===== config.mk =====
export PLATFORM = sky130hd
export DESIGN_NAME = mocc_merge
export DESIGN_NICKNAME = d
export VERILOG_FILES = /design/src/rtl/core/mocc_pkg.sv /design/src/rtl/core/mocc_merge.sv
export SDC_FILE = /design/constraint.sdc
export NUM_CORES = 1
export LEC_CHECK = 0
export BUFFER_PORTS_ARGS = -buffer_cell sky130_fd_sc_hd__buf_2
export CELL_PAD_IN_SITES_DETAIL_PLACEMENT = 1
export CELL_PAD_IN_SITES_GLOBAL_PLACEMENT = 2
export CORE_MARGIN = 2
export CORE_UTILIZATION = 39
export DETAILED_ROUTE_END_ITERATION = 10
export PLACE_DENSITY = 0.95
export SYNTH_ARGS = -nofsm -noshare
export SYNTH_HDL_FRONTEND = slang
export SYNTH_SLANG_ARGS = --single-unit

===== constraint.sdc =====
create_clock -name i_clk -period 10.3 [get_ports i_clk]
set_clock_uncertainty 0.15 [all_clocks]
set_input_delay 3.09 -clock i_clk [delete_from_list [all_inputs] [get_ports i_clk]]
set_output_delay 3.09 -clock i_clk [all_outputs]
set_load 0.03 [all_outputs]

===== src/rtl/core/mocc_pkg.sv =====
`timescale 1ns / 1ps
// Package: widths, register indexes and shared types for the magnetometer correction block.
package mocc_pkg;

    localparam int NUM_AXES   = 3;
    localparam int NUM_MOTORS = 4;

    localparam int RAW_W    = 16;                    // raw axis word, offset, coefficient
    localparam int CUR_W    = 16;                    // motor current count
    localparam int SCALE_W  = 25;                    // unsigned Q1.24 scale
    localparam int DIFF_W   = RAW_W + 1;             // raw minus offset
    localparam int BASE_W   = DIFF_W + SCALE_W + 1;  // signed diff times unsigned scale
    localparam int CPROD_W  = RAW_W + CUR_W + 1;     // coefficient times current
    localparam int CSUM_W   = CPROD_W + 2;           // sum over four motors
    localparam int SCALE_SH = 4;                     // 2^-24 units to 2^-28 units
    localparam int TOT_W    = 48;                    // total in 2^-28 units
    localparam int FRAC_SH  = 12;                    // 2^-28 to Q3.16
    localparam int Q_W      = TOT_W - FRAC_SH;
    localparam int FIELD_W  = 20;
    localparam int CFG_W    = 64;
    localparam int CFG_IDX_W = 3;

    localparam logic signed [TOT_W-1:0]   ROUND_HALF = TOT_W'(1 << (FRAC_SH - 1));
    localparam logic signed [FIELD_W-1:0] FIELD_MAX  = 20'sh7FFFF;
    localparam logic signed [FIELD_W-1:0] FIELD_MIN  = 20'sh80000;

    localparam logic [SCALE_W-1:0] SCALE_ONE = SCALE_W'(1 << 24);

    typedef enum logic [CFG_IDX_W-1:0] {
        CFG_OFFSETS = 3'd0,
        CFG_SCALE_X = 3'd1,
        CFG_SCALE_Y = 3'd2,
        CFG_SCALE_Z = 3'd3,
        CFG_COEF_X  = 3'd4,
        CFG_COEF_Y  = 3'd5,
        CFG_COEF_Z  = 3'd6,
        CFG_COMP_EN = 3'd7
    } t_cfg_idx;

    // load enables of the four pipeline stages
    typedef struct packed {
        logic diff;   // stage 1: offset subtract, current gating
        logic mult;   // stage 2: products
        logic part;   // stage 3: base shift, motor sum
        logic fin;    // stage 4: combine, round, saturate
    } t_stage_en;

    typedef struct packed {
        logic signed [BASE_W-1:0]            base;
        logic [NUM_MOTORS-1:0][CPROD_W-1:0]  comp;
    } t_lane_prod;

endpackage


===== src/rtl/core/mocc_merge.sv =====
`timescale 1ns / 1ps
// Merge stage: joins scale and motor terms of each lane, rounds and saturates to Q3.16.
module mocc_merge (
    input  logic                                    i_clk,
    input  mocc_pkg::t_stage_en                     i_en,
    input  mocc_pkg::t_lane_prod                    i_prod  [mocc_pkg::NUM_AXES],
    output logic signed [mocc_pkg::FIELD_W-1:0]     o_field [mocc_pkg::NUM_AXES]
);

    logic signed [mocc_pkg::TOT_W-1:0]   r_base [mocc_pkg::NUM_AXES];
    logic signed [mocc_pkg::CSUM_W-1:0]  r_csum [mocc_pkg::NUM_AXES];
    logic signed [mocc_pkg::FIELD_W-1:0] r_field [mocc_pkg::NUM_AXES];
    logic signed [mocc_pkg::TOT_W-1:0]   n_base [mocc_pkg::NUM_AXES];
    logic signed [mocc_pkg::CSUM_W-1:0]  n_csum [mocc_pkg::NUM_AXES];
    logic signed [mocc_pkg::FIELD_W-1:0] n_field [mocc_pkg::NUM_AXES];
    logic signed [mocc_pkg::TOT_W-1:0]   ext_base [mocc_pkg::NUM_AXES];
    logic signed [mocc_pkg::TOT_W-1:0]   total [mocc_pkg::NUM_AXES];
    logic signed [mocc_pkg::Q_W-1:0]     quot [mocc_pkg::NUM_AXES];

    // stage 3: negate and align the scale term (rounding bias folded in), sum motor terms
    always_comb begin
        for (int a = 0; a < mocc_pkg::NUM_AXES; a++) begin
            ext_base[a] = mocc_pkg::TOT_W'(i_prod[a].base);
            n_base[a]   = ((-ext_base[a]) <<< mocc_pkg::SCALE_SH) + mocc_pkg::ROUND_HALF;
            n_csum[a]   = '0;
            for (int m = 0; m < mocc_pkg::NUM_MOTORS; m++) begin
                n_csum[a] = n_csum[a]
                          + mocc_pkg::CSUM_W'($signed(i_prod[a].comp[m]));
            end
        end
    end

    always_ff @(posedge i_clk) begin
        if (i_en.part) begin
            r_base <= n_base;
            r_csum <= n_csum;
        end
    end

    // stage 4: subtract, floor shift, clamp
    always_comb begin
        for (int a = 0; a < mocc_pkg::NUM_AXES; a++) begin
            total[a] = r_base[a] - mocc_pkg::TOT_W'(r_csum[a]);
            quot[a]  = total[a][mocc_pkg::TOT_W-1:mocc_pkg::FRAC_SH];
            priority if (quot[a] > mocc_pkg::Q_W'(mocc_pkg::FIELD_MAX)) begin
                n_field[a] = mocc_pkg::FIELD_MAX;
            end else if (quot[a] < mocc_pkg::Q_W'(mocc_pkg::FIELD_MIN)) begin
                n_field[a] = mocc_pkg::FIELD_MIN;
            end else begin
                n_field[a] = quot[a][mocc_pkg::FIELD_W-1:0];
            end
        end
    end

    always_ff @(posedge i_clk) begin
        if (i_en.fin) begin
            r_field <= n_field;
        end
    end

    assign o_field = r_field;

endmodule


# ---- After elaboration in Yosys (flattened, before gate mapping)
# Cells that the tools add are included.
dict set report totals {
  regBits 309
  inputBits 530
}
dict set report classes {
  add_sub_neg 18
  n_lt_le_gt_ge 6
  mux 3
}
# operator n
set op_table {}
lappend op_table {{48-bit by 13-bit adder with 48-bit output, second input constant} 3}
lappend op_table {{48-bit by 35-bit subtractor with 48-bit output} 3}
lappend op_table {{43-bit negator with 44-bit output} 3}
lappend op_table {{36-bit by 20-bit > comparator with 1-bit output, second input constant} 3}
lappend op_table {{36-bit by 20-bit less-than comparator with 1-bit output, second input constant} 3}
lappend op_table {{34-bit by 33-bit adder with 35-bit output} 3}
lappend op_table {{35-bit by 33-bit adder with 35-bit output} 3}
lappend op_table {{33-bit by 33-bit adder with 34-bit output} 3}
lappend op_table {{20-bit 2-to-1 mux} 3}

# ---- Depth between registers and ports, before layout
# Gate-level depths: netlist of the first run.
dict set report logic_depth {
  depth_word 3
  depth_mapped 18
}

# ---- Worst setup path after synthesis of the first run
# No wires, ideal clock.
dict set report synth_path {
  path_kind {input port to flip-flop}
  startpoint {in i_prod[351] (netlist name)}
  endpoint {reg r_csum[101] (netlist name) (data pin)}
  arrival_time_ns 6.853
  setup_slack_ns 3.102
  path_stages 18
  n_path_buf 0
  cell_sequence {fa_1 > fa_1 > ha_1 > inv_1 > fa_1 > nor2b_1 > o21a_1 > o21a_1 > o2111a_1 > o21ai_0 > nand3b_1 > nand2_1 > o32a_1 > a21oi_1 > a41oi_1 > a211o_1 > nor2b_1 > o311ai_0}
}
# item line
set synth_lines {}
lappend synth_lines {{start: declaration} mocc_merge.sv:6} ;# input mocc_pkg::t_lane_prod i_prod [mocc_pkg::NUM_AXES],
lappend synth_lines {{end signal: assignment} mocc_merge.sv:36} ;# r_csum <= n_csum;
lappend synth_lines {{end: declaration} mocc_merge.sv:11} ;# logic signed [mocc_pkg::CSUM_W-1:0] r_csum [mocc_pkg::NUM_AXES];

==> summary.txt, run 1 <==
Outcome
  • Status: completed

Cells and area
  • Commonest non-fill, non-tap cells in the layout: buf_2, edfxtp_1, xnor2_1
  • Post-layout nets: 4406
  • Final Cell Area: 34400 um^2
  • Commonest non-fill, non-tap cell in the layout: buf_2
  • Share of cells above drive strength 1: 0.208
  • Area Overhead vs Synth: 18.3%

Die
  • Floorplan core area: 74200 um^2
  • Chip width: 277 um
  • Top-level I/O count: 590
  • Die area: 76800 um^2
  • Die Ht: 277 um
  • Row Count: 100
  • Initial Util: 0.392

Global route
  • Vias in the first global route: 26174
  • Initial antenna violation count: 24
  • Total global-route track usage: 0.238
  • First-pass GRT wire length: 143000 um
  • Largest net degree at the start of global routing: 142
  • Grt ovf: 0

Placed design
  • Pre-CTS setup slack: 2.02 ns
  • Gpl congestion: 0.968
  • I/O Buffers: 587
  • Dpl cell area: 33100 um^2
  • HPWL Detailed: 78300 um

Drt
  • DR iter-0 viols: 1331
  • Residual DRC: 0
  • Post-route ant nets: 0
  • Routed WL: 93200 um
  • Vias/cell: 5.46
  • DRT Pass-1 Iters: 5
  • Routed WL per cell: 20.9 um
  • Vias: 24265

STA
  • Max Slew Vio Count: 0
  • Slew headroom: 0.348
  • FMAX: 0.130 GHz
  • Least-Margin Pin Slew: 0.979 ns
  • Setup TNS: 0 ns
  • Tcrit/Tclk final: 0.745
  • Minimum clock period: 7.67 ns
  • RSZ-0062 raised after global routing: no
  • Final setup fails: 0
  • Slack of the critical path: 2.63 ns
  • Hold Fails Final Rpt: 0

Clock tree
  • Hold buffer count at cts: 0
  • Clk_lat worst skew: 0.57 ns
  • Postcts setup bufs: 0
  • CTS tree: built
  • Longest Clk Path Bufs: 3
  • Sink Count: 297
  • Post-cts resize count: 0
  • H-Tree Depth: 2
  • Clk slew on worst S/H paths: 0.06 ns
  • Clk Tree Root Cell: clkbuf_16
  • TritonCTS buffer count: 39

Yosys
  • Mapped Cells: 2852
  • Seq/Total Area, Yosys: 0.306
  • Flops & latches, synth: 297
  • Warnings, synthesis: 0
  • Primary FF master, synth: edfxtp_1
  • Syn_nets: 3820
  • Post-synth EDFFs: 297
  • Synth cell types: 105
  • Syn Area/Cell: 10.2 um^2
  • Ys async rst share: 0
  • Mapped Area: 29100 um^2

Worst setup path
  • Crit path DAT: 7.83 ns
  • R2r worst-path depth: 15
  • Crit Path Max Fanout: 3
  • Critical path class: in2reg
  • Setup crit start kind: primary input
  • Reg2reg end: o_field[52]
  • FF-to-FF Start: r_csum[82]
  • CP Capture Type: flop
  • WP data required: 10.46 ns
  • Reg-to-reg setup timing slack: 4.91 ns

Power
  • P per Cell Area: 254 nW/um^2
  • Peak VDD IR: 0.124 mV
  • P_leak: 14.4 nW

Worst hold path
  • Hold endpoint: o_field[59]
  • HP Class: reg2reg
  • Hold Startpoint: r_csum[104]
  • Hold depth: 2

Run
  • Maxcap violations: 0
==> cells in the mapped netlist, drive strengths merged, types with 5 or more instances <==
master,n,area (um^2)
nand2b,29,181
a22oi,5,37.5
o2111ai,5,43.8
o31ai,6,50.1
ha,237,2970
o21bai,23,176
or2,21,134
inv,163,612
a41oi,11,115
edfxtp,297,8920
a41o,5,50.1
nor2,196,738
a211oi,24,205
nand3,54,270
nor4,34,292
a221oi,9,78.8
and4,5,43.8
fa,201,4020
xnor2,256,2250
o211ai,6,45.0
xor2,124,1090
a21boi,10,75.1
nor3b,24,185
o21ai,130,673
and3,26,163
buf,10,57.6
nor2b,28,175
nand3b,12,90.1
or3,24,160
a21o,144,1080
nor4b,8,85.1
a31oi,27,175
o21a,26,195
and2,28,175
o22ai,6,37.5
a211o,5,43.8
nand2,182,686
or4,16,124
nand4b,11,96.3
clkbuf,37,139
a21oi,207,1050
nor3,71,388
nand4,42,275
==> kinds of logic after synthesis <==
family / share of synthesized area
mux: 0.000688
xor+xnor: 0.115
fa+ha+maj: 0.241
buf+inv: 0.0278
simple gates: 0.150
compound gates: 0.160
flops: 0.306
==> report_power, final <==
part,internal (mW),switching [mW]
sequential,1.95,0.141
clock,0.845,0.559
combinational,2.09,3.18
total,4.88,3.88
==> per-stage QoR <==
step | cells | hold WS, ns | util | power, mW
floorplan | 2852 | 0.559 | - | 5.82
global placement | 4366 | 0.644 | 0.446 | 7.22
global route | 4443 | 0.696 | 0.464 | 9.41
CTS | 4435 | 0.678 | 0.464 | 8.83
detailed placement | 4366 | 0.674 | 0.446 | 7.35
finish | 4447 | 0.665 | 0.464 | 8.75
==> registers in the layout, indices dropped and copies added (netlist names) <==
register	cells
r_base	132
r_csum	105
o_field	60
==> how the worst max path moves through the flow <==
stage	slack, ns	cells past startpoint	endpoint	startpoint
2_1_floorplan	3.10	18	r_csum[101]	i_prod[351]
3_3_place_gp	2.10	19	r_csum[68]	i_prod[176]
3_5_place_dp	2.02	19	r_csum[68]	i_prod[176]
4_1_cts	2.62	19	r_csum[68]	i_prod[176]
5_1_grt	2.18	17	r_csum[34]	i_prod[2]
6_report	2.63	19	r_csum[33]	i_prod[1]
==> cell type report <==
class,count,area [um^2]
clock buffer,42,987
timing repair buffer,592,3000
inverter,163,612
clock inverter,27,298
multi-input combinational,2345,19400
fill,8478,39800
sequential,297,8920
antenna,12,30.0
tap,969,1210
==> worst max-delay path, stage by stage <==
cell and delay (ns):
buf_2 0.11, fa_1 0.51, fa_1 0.52, ha_1 0.18
inv_1 0.06, fa_1 0.41, nor2b_1 0.15, o21a_1 0.14
o21ai_0 0.19, a21oi_1 0.22, o21ai_0 0.15, a211oi_1 0.46
o21ai_0 0.47, a311oi_1 0.49, nor2_1 0.09, a21oi_1 0.22
a21o_1 0.16, a21oi_1 0.08, xnor2_1 0.12
==> routing by layer <==
| layer | GRT usage | up-vias | part of all wire |
|---|---|---|---|
| li1 | - | 11576 | - |
| met5 | 0 | - | 0.00070 |
| met4 | 0.0780 | 10 | 0.034 |
| met2 | 0.437 | 667 | 0.50 |
| met3 | 0.0447 | 144 | 0.065 |
| met1 | 0.279 | 11868 | 0.40 |
Note: power is estimated with default switching activity, not from simulation.
==> run 2, diff against run 1 <==
--- a/config.mk
+++ b/config.mk
@@ -5,13 +5,14 @@
 export SDC_FILE = /design/constraint.sdc
 export NUM_CORES = 1
 export LEC_CHECK = 0
+export ABC_AREA = 1
 export BUFFER_PORTS_ARGS = -buffer_cell sky130_fd_sc_hd__buf_2
 export CELL_PAD_IN_SITES_DETAIL_PLACEMENT = 1
 export CELL_PAD_IN_SITES_GLOBAL_PLACEMENT = 2
 export CORE_MARGIN = 2
-export CORE_UTILIZATION = 39
+export CORE_UTILIZATION = 30
 export DETAILED_ROUTE_END_ITERATION = 10
-export PLACE_DENSITY = 0.95
+export PLACE_DENSITY = 0.9
 export SYNTH_ARGS = -nofsm -noshare
 export SYNTH_HDL_FRONTEND = slang
 export SYNTH_SLANG_ARGS = --single-unit
==> constraint.sdc (replaced) <==
create_clock -name i_clk -period 6.39 [get_ports i_clk]
set_clock_uncertainty 0.15 [all_clocks]
set_input_delay 1.917 -clock i_clk [delete_from_list [all_inputs] [get_ports i_clk]]
set_output_delay 1.917 -clock i_clk [all_outputs]
set_load 0.03 [all_outputs]
==> run 2 against run 1 <==
Sequential share of layout area decreased by 5.4 points. Register-to-register slack got worse by 2.7 ns. Final area rose by 26%. Clock power increased by 54%. Flip-flop and latch count unchanged. Area after synthesis is 28% higher. Global-route usage fell by 1.8 points. Sequential power up 67%. Cell count rose by 73%. Critical path type unchanged. Critical endpoint is now r_csum[65].
==> summary.txt, run 2 <==
STA
  • RSZ-0062 raised after global routing: no
  • Max Slew Vio Count: 0
  • Hold Fails Final Rpt: 0
  • FMAX: 0.177 GHz
  • Slew headroom: 0.364
  • Tcrit/Tclk final: 0.885
  • Setup TNS: 0 ns
  • Final setup fails: 0
  • Minimum clock period: 5.66 ns
  • Least-Margin Pin Slew: 0.954 ns
  • Hold Worst Slack: 0.679 ns

Cells and area
  • Largest Register: r_base
  • Ant. Diodes: 0
  • Post-layout nets: 7013
  • Final Cell Area: 43500 um^2
  • Non-Filler Instances: 7709
  • Area Overhead vs Synth: 16.9%
  • Share of cells above drive strength 1: 0.123
  • Commonest non-fill, non-tap cell in the layout: nand2_1
  • Max reg flops: 132
  • Commonest non-fill, non-tap cells in the layout: nand2_1, inv_1, nor2_1

Worst setup path
  • Crit path top cell by count: nand2_1
  • Slowest stage cell, crit path: fa_1
  • Crit path launch: i_prod[178]
  • Reg-to-reg setup timing slack: 2.18 ns
  • Crit-path max cell delay: 0.56 ns
  • Cells along the critical path: buf_2 > fa_1 > fa_1 > ha_1 > nand3_1 > nand2_1 > a31oi_1 > o21ai_0 > nand2_1 > nand2_1 > a21boi_0 > o21ai_0 > nand2_1 > nand3_1 > nand2_1
  • R2r worst-path depth: 15
  • Reg2reg end: o_field[15]
  • CP Capture Type: flop
  • Crit Path Max Fanout: 4
  • Setup crit start kind: primary input
  • Crit path DAT: 5.85 ns
  • Critical path class: in2reg
  • CP delay by family, top: adder cells
  • CP Buf/Inv Count: 1
  • WP data required: 6.58 ns
  • FF-to-FF Start: r_csum[34]

Clock tree
  • CTS tree: built
  • Postcts setup bufs: 0
  • Hold buffer count at cts: 0
  • Clk Tree Root Cell: clkbuf_16
  • Clk slew on worst S/H paths: 0.06 ns
  • TritonCTS buffer count: 38
  • Sink Count: 297
  • Post-cts resize count: 0
  • Longest Clk Path Bufs: 3
  • Clk_lat worst skew: 0.61 ns
  • H-Tree Depth: 2

Drt
  • Routed WL per cell: 18.4 um
  • Vias: 36989
  • DR iter-0 viols: 1767
  • Routed WL: 142000 um
  • DRT Pass-1 Iters: 5
  • Post-route ant nets: 0
  • Residual DRC: 0
  • Vias/cell: 4.80

Power
  • Comb pwr share: 0.674
  • Share of power burned in registers: 0.201
  • P_leak: 21.3 nW
  • Peak VDD IR: 0.251 mV
  • Total power: 17.3 mW
  • Switching share of power: 0.534
  • Switch Pwr: 9.23 mW
  • Clock group share of total power: 0.125
  • Internal power: 8.05 mW
  • P per Cell Area: 397 nW/um^2

Die
  • Initial Util: 0.302
  • Top-level I/O count: 590
  • Floorplan core area: 123000 um^2
  • Die area: 127000 um^2
  • Row Count: 129
  • Chip width: 356 um
  • Die Ht: 356 um

Yosys
  • Mapped Area: 37200 um^2
  • Ys async rst share: 0
  • Synth top area share: 0.240
  • Syn Area/Cell: 6.87 um^2
  • Seq/Total Area, Yosys: 0.240
  • Syn_nets: 6381
  • Synth cell types: 54
  • Warnings, synthesis: 0
  • Top-count cell post-synth: nand2_1
  • Post-synth EDFFs: 297
  • Primary FF master, synth: edfxtp_1
  • Post-synth top cells: nand2_1, inv_1, nor2_1, edfxtp_1, nand3_1
  • Flops & latches, synth: 297
  • Mapped Cells: 5413
  • Synth area leaders: edfxtp_1, nand2_1, fa_1
  • Synth area leader: edfxtp_1

Worst hold path
  • Hold endpoint: o_field[59]
  • Hold Startpoint: r_base[143]
  • HP Class: reg2reg
  • Hold depth: 2

Global route
  • Largest net degree at the start of global routing: 104
  • Grt ovf: 0
  • First-pass GRT wire length: 218000 um
  • Vias in the first global route: 39147
  • Initial antenna violation count: 3
  • Total global-route track usage: 0.220

Placed design
  • Placed cells: 7642
  • HPWL Detailed: 125000 um
  • I/O Buffers: 587
  • Dpl cell area: 42300 um^2
  • Gpl congestion: 0.934

Outcome
  • Status: completed

Run
  • Maxcap violations: 0
## run 2: worst max path at each step
stage	endpoint	slack, ns	cells after the start
final	r_csum[65]	0.73	15
after global routing	r_csum[101]	0.50	22
after CTS	r_csum[65]	0.71	15
after detailed placement	r_csum[65]	0.11	15
after global placement	r_csum[65]	0.11	15
after floorplan	r_csum[25]	1.07	12
## run 2: cell type report
cell class / instances / area (um^2)
Clock buffer: 45 / 1020
Clock inverter: 22 / 206
Fill cell: 16002 / 79800
Inverter: 974 / 3660
Multi-Input combinational cell: 4136 / 24600
Sequential cell: 297 / 8920
Tap cell: 1637 / 2050
Timing Repair Buffer: 598 / 3060
## run 2: per-layer routing
| metal | vias up | part of all wire | GRT usage | routed length [um] |
|---|---|---|---|---|
| met2 | 840 | 0.48 | 0.391 | 68800 |
| met3 | 150 | 0.042 | 0.0207 | 5980 |
| li1 | 18292 | - | - | - |
| met4 | 0 | 0.024 | 0.0550 | 3390 |
| met5 | - | 0 | 0 | 0 |
| met1 | 17707 | 0.45 | 0.285 | 63700 |
## run 2: kinds of logic after synthesis
logic type      Yosys count  share of synthesized area
simple gates           2953                      0.330
buf+inv                 980                     0.0995
fa+ha+maj               438                      0.188
compound gates          411                     0.0635
xor+xnor                334                     0.0794
flops                   297                      0.240
## run 2: through the flow
stage / utilization / setup slack [ns]
finish: 0.353 / 0.733
global route: 0.353 / 0.498
CTS: 0.353 / 0.709
detailed placement: 0.343 / 0.111
global placement: 0.343 / 0.115
floorplan: - / 1.07
## run 2: power groups by stage
stage	Clock (mW)	Combinational [mW]	Sequential, mW
2_1_floorplan	0	7.41	3.75
3_3_place_gp	0	11.4	3.49
3_5_place_dp	0	11.7	3.51
4_1_cts	2.23	11.7	3.48
5_1_grt	2.28	13.1	3.53
6_report	2.16	11.7	3.48
## run 2: tightest hold or removal path, stage by stage, from the launching register on
cell and delay, ns:
edfxtp_1 0.33, xor2_1 0.09, xnor2_2 0.20
==> run 3, diff against run 2 <==
--- a/config.mk
+++ b/config.mk
@@ -5,14 +5,14 @@
 export SDC_FILE = /design/constraint.sdc
 export NUM_CORES = 1
 export LEC_CHECK = 0
-export ABC_AREA = 1
 export BUFFER_PORTS_ARGS = -buffer_cell sky130_fd_sc_hd__buf_2
 export CELL_PAD_IN_SITES_DETAIL_PLACEMENT = 1
 export CELL_PAD_IN_SITES_GLOBAL_PLACEMENT = 2
 export CORE_MARGIN = 2
-export CORE_UTILIZATION = 30
+export CORE_UTILIZATION = 32
+export CTS_CLUSTER_SIZE = 14
 export DETAILED_ROUTE_END_ITERATION = 10
-export PLACE_DENSITY = 0.9
+export PLACE_DENSITY = 0.88
 export SYNTH_ARGS = -nofsm -noshare
 export SYNTH_HDL_FRONTEND = slang
 export SYNTH_SLANG_ARGS = --single-unit
==> run 3 against run 2 <==
Critical path depth grew 5. Combinational power shrank 27%. Clock power is 8% higher. Maximum frequency down 6.9%. Via count shrank 34%. Utilization increased by 4.1 points. Wire length shrank 35%. Global-route usage down 2.7 points. Largest cell class unchanged. Largest power group unchanged. Highest routed layer is now met5.
==> summary.txt, run 3 (synthesized netlist as in run 1, its figures left out) <==
Outcome
  • Status: completed

Worst setup path
  • Reg-to-reg setup timing slack: 1.22 ns
  • R2r worst-path depth: 14
  • Slowest stage cell, crit path: fa_1
  • Critical path class: in2reg
  • Crit-path max cell delay: 0.57 ns
  • WP data required: 6.55 ns
  • Crit path launch: i_prod[176]
  • Reg2reg end: o_field[56]
  • FF-to-FF Start: r_base[108]
  • CP Buf/Inv Count: 3
  • CP Capture Type: flop
  • CP delay by family, top: compound AO/OA/AOI/OAI gates
  • Crit Path Max Fanout: 3
  • CP endpoint: r_csum[68]
  • Crit path DAT: 6.23 ns
  • Crit path top cell by count: fa_1
  • Cells along the critical path: buf_2 > fa_1 > fa_1 > ha_1 > inv_1 > fa_1 > nor2b_1 > o21ai_0 > a211oi_1 > nor2_1 > a211oi_1 > buf_4 > a41oi_1 > o21a_1 > o2111ai_1 > a41oi_1 > nor2b_1 > o21a_1 > o41a_1 > xor2_1
  • Critical path depth: 20
  • Setup crit start kind: primary input

Die
  • Floorplan core area: 90100 um^2
  • Die Ht: 306 um
  • Initial Util: 0.323
  • Top-level I/O count: 590
  • Die area: 93400 um^2
  • Row Count: 110
  • Chip width: 306 um

Placed design
  • Gpl congestion: 0.966
  • Placed cells: 4668
  • Dpl cell area: 34100 um^2
  • I/O Buffers: 587
  • HPWL Detailed: 78800 um

Global route
  • Total global-route track usage: 0.193
  • Largest net degree at the start of global routing: 100
  • Vias in the first global route: 26606
  • Initial antenna violation count: 35
  • Grt ovf: 0
  • First-pass GRT wire length: 142000 um

STA
  • Hold Fails Final Rpt: 0
  • RSZ-0062 raised after global routing: no
  • Final setup fails: 0
  • FMAX: 0.165 GHz
  • Max Slew Vio Count: 0
  • Slew headroom: 0.327
  • Tcrit/Tclk final: 0.951
  • Minimum clock period: 6.08 ns
  • Least-Margin Pin Slew: 1.01 ns

Cells and area
  • Commonest non-fill, non-tap cell in the layout: buf_2
  • Largest Register: r_base
  • Post-layout nets: 4503
  • Commonest non-fill, non-tap cells in the layout: buf_2, edfxtp_1, xnor2_1
  • # fillers: 10383
  • Final Cell Area: 35500 um^2
  • Area Overhead vs Synth: 22.0%
  • Non-Filler Instances: 4764
  • Post-layout util: 0.394
  • Max reg flops: 132
  • Share of cells above drive strength 1: 0.229

Clock tree
  • Sink Count: 297
  • Longest Clk Path Bufs: 3
  • Clk Tree Root Cell: clkbuf_16
  • Postcts setup bufs: 0
  • TritonCTS buffer count: 41
  • H-Tree Depth: 2
  • CTS tree: built
  • Clk slew on worst S/H paths: 0.05 ns
  • Hold buffer count at cts: 0
  • Post-cts resize count: 0
  • Clk_lat worst skew: 0.58 ns

Power
  • Total power: 14.2 mW
  • P per Cell Area: 401 nW/um^2
  • P_leak: 14.9 nW
  • Peak VDD IR: 0.163 mV

Drt
  • DRT Pass-1 Iters: 5
  • Routed WL: 91600 um
  • DR iter-0 viols: 1034
  • Vias: 24374
  • Vias/cell: 5.12
  • Residual DRC: 0
  • Post-route ant nets: 0
  • Routed WL per cell: 19.2 um

Run
  • Maxcap violations: 0

Worst hold path
  • Hold Startpoint: r_base[143]
  • Hold depth: 2
  • HP Class: reg2reg
run 3: changes by cell type in the layout (fill, tap and decap cells not counted), moves of 25 or more:
cell	before	now
a21o_1	17	144
xor2_1	258	124
nand2b_1	0	29
nand2_1	1691	181
nand4_1	96	40
nand3b_1	37	12
and3_1	1	26
o21ai_0	72	122
nor2b_1	0	28
inv_1	952	163
nor2_1	720	195
nand3_1	262	54
buf_4	10	100
xnor2_1	72	255
run 3: layout make-up:
cell class,count,area (um^2),area share
multi-input cells,2345,19400,0.546
repair buffers,687,3710,0.105
clock buffers,48,1090,0.0308
clock inverters,25,254,0.00715
well taps,1176,1470,0.0414
inverters,163,612,0.0172
flip-flops and latches,297,8920,0.251
diodes,23,57.6,0.00162
run 3: report_power, final:
part           internal (mW)  switching [mW]
clock                   1.42           0.916
combinational           3.52            5.00
sequential              3.14           0.241
total                   8.08            6.16
run 3: per-stage QoR:
stage | TNS, ns | hold WS, ns | worst slack, ns
finish | 0 | 0.631 | 0.314
global route | 0 | 0.680 | 0.0131
CTS | 0 | 0.661 | 0.201
detailed placement | -2.07 | 0.650 | -0.350
global placement | -1.48 | 0.648 | -0.291
floorplan | 0 | 0.559 | 0.365
run 3: worst min path at each step:
stage	endpoint	slack, ns
6_report	o_field[59]	0.63
3_3_place_gp	o_field[59]	0.65
3_5_place_dp	o_field[59]	0.65
2_1_floorplan	o_field[59]	0.56
4_1_cts	o_field[59]	0.66
5_1_grt	o_field[59]	0.68
run 3: tightest hold or removal path, cell delays in order (launching register included):
cell,delay (ns)
edfxtp_1,0.34
xnor2_1,0.13
xnor2_1,0.12
run 3: layer usage:
| layer | share of wire | GRT usage | routed length [um] |
|---|---|---|---|
| met1 | 0.38 | 0.212 | 35300 |
| met4 | 0.034 | 0.0671 | 3140 |
| met3 | 0.065 | 0.0442 | 5980 |
| met5 | 0.0015 | 0 | 138 |
| met2 | 0.51 | 0.363 | 47100 |
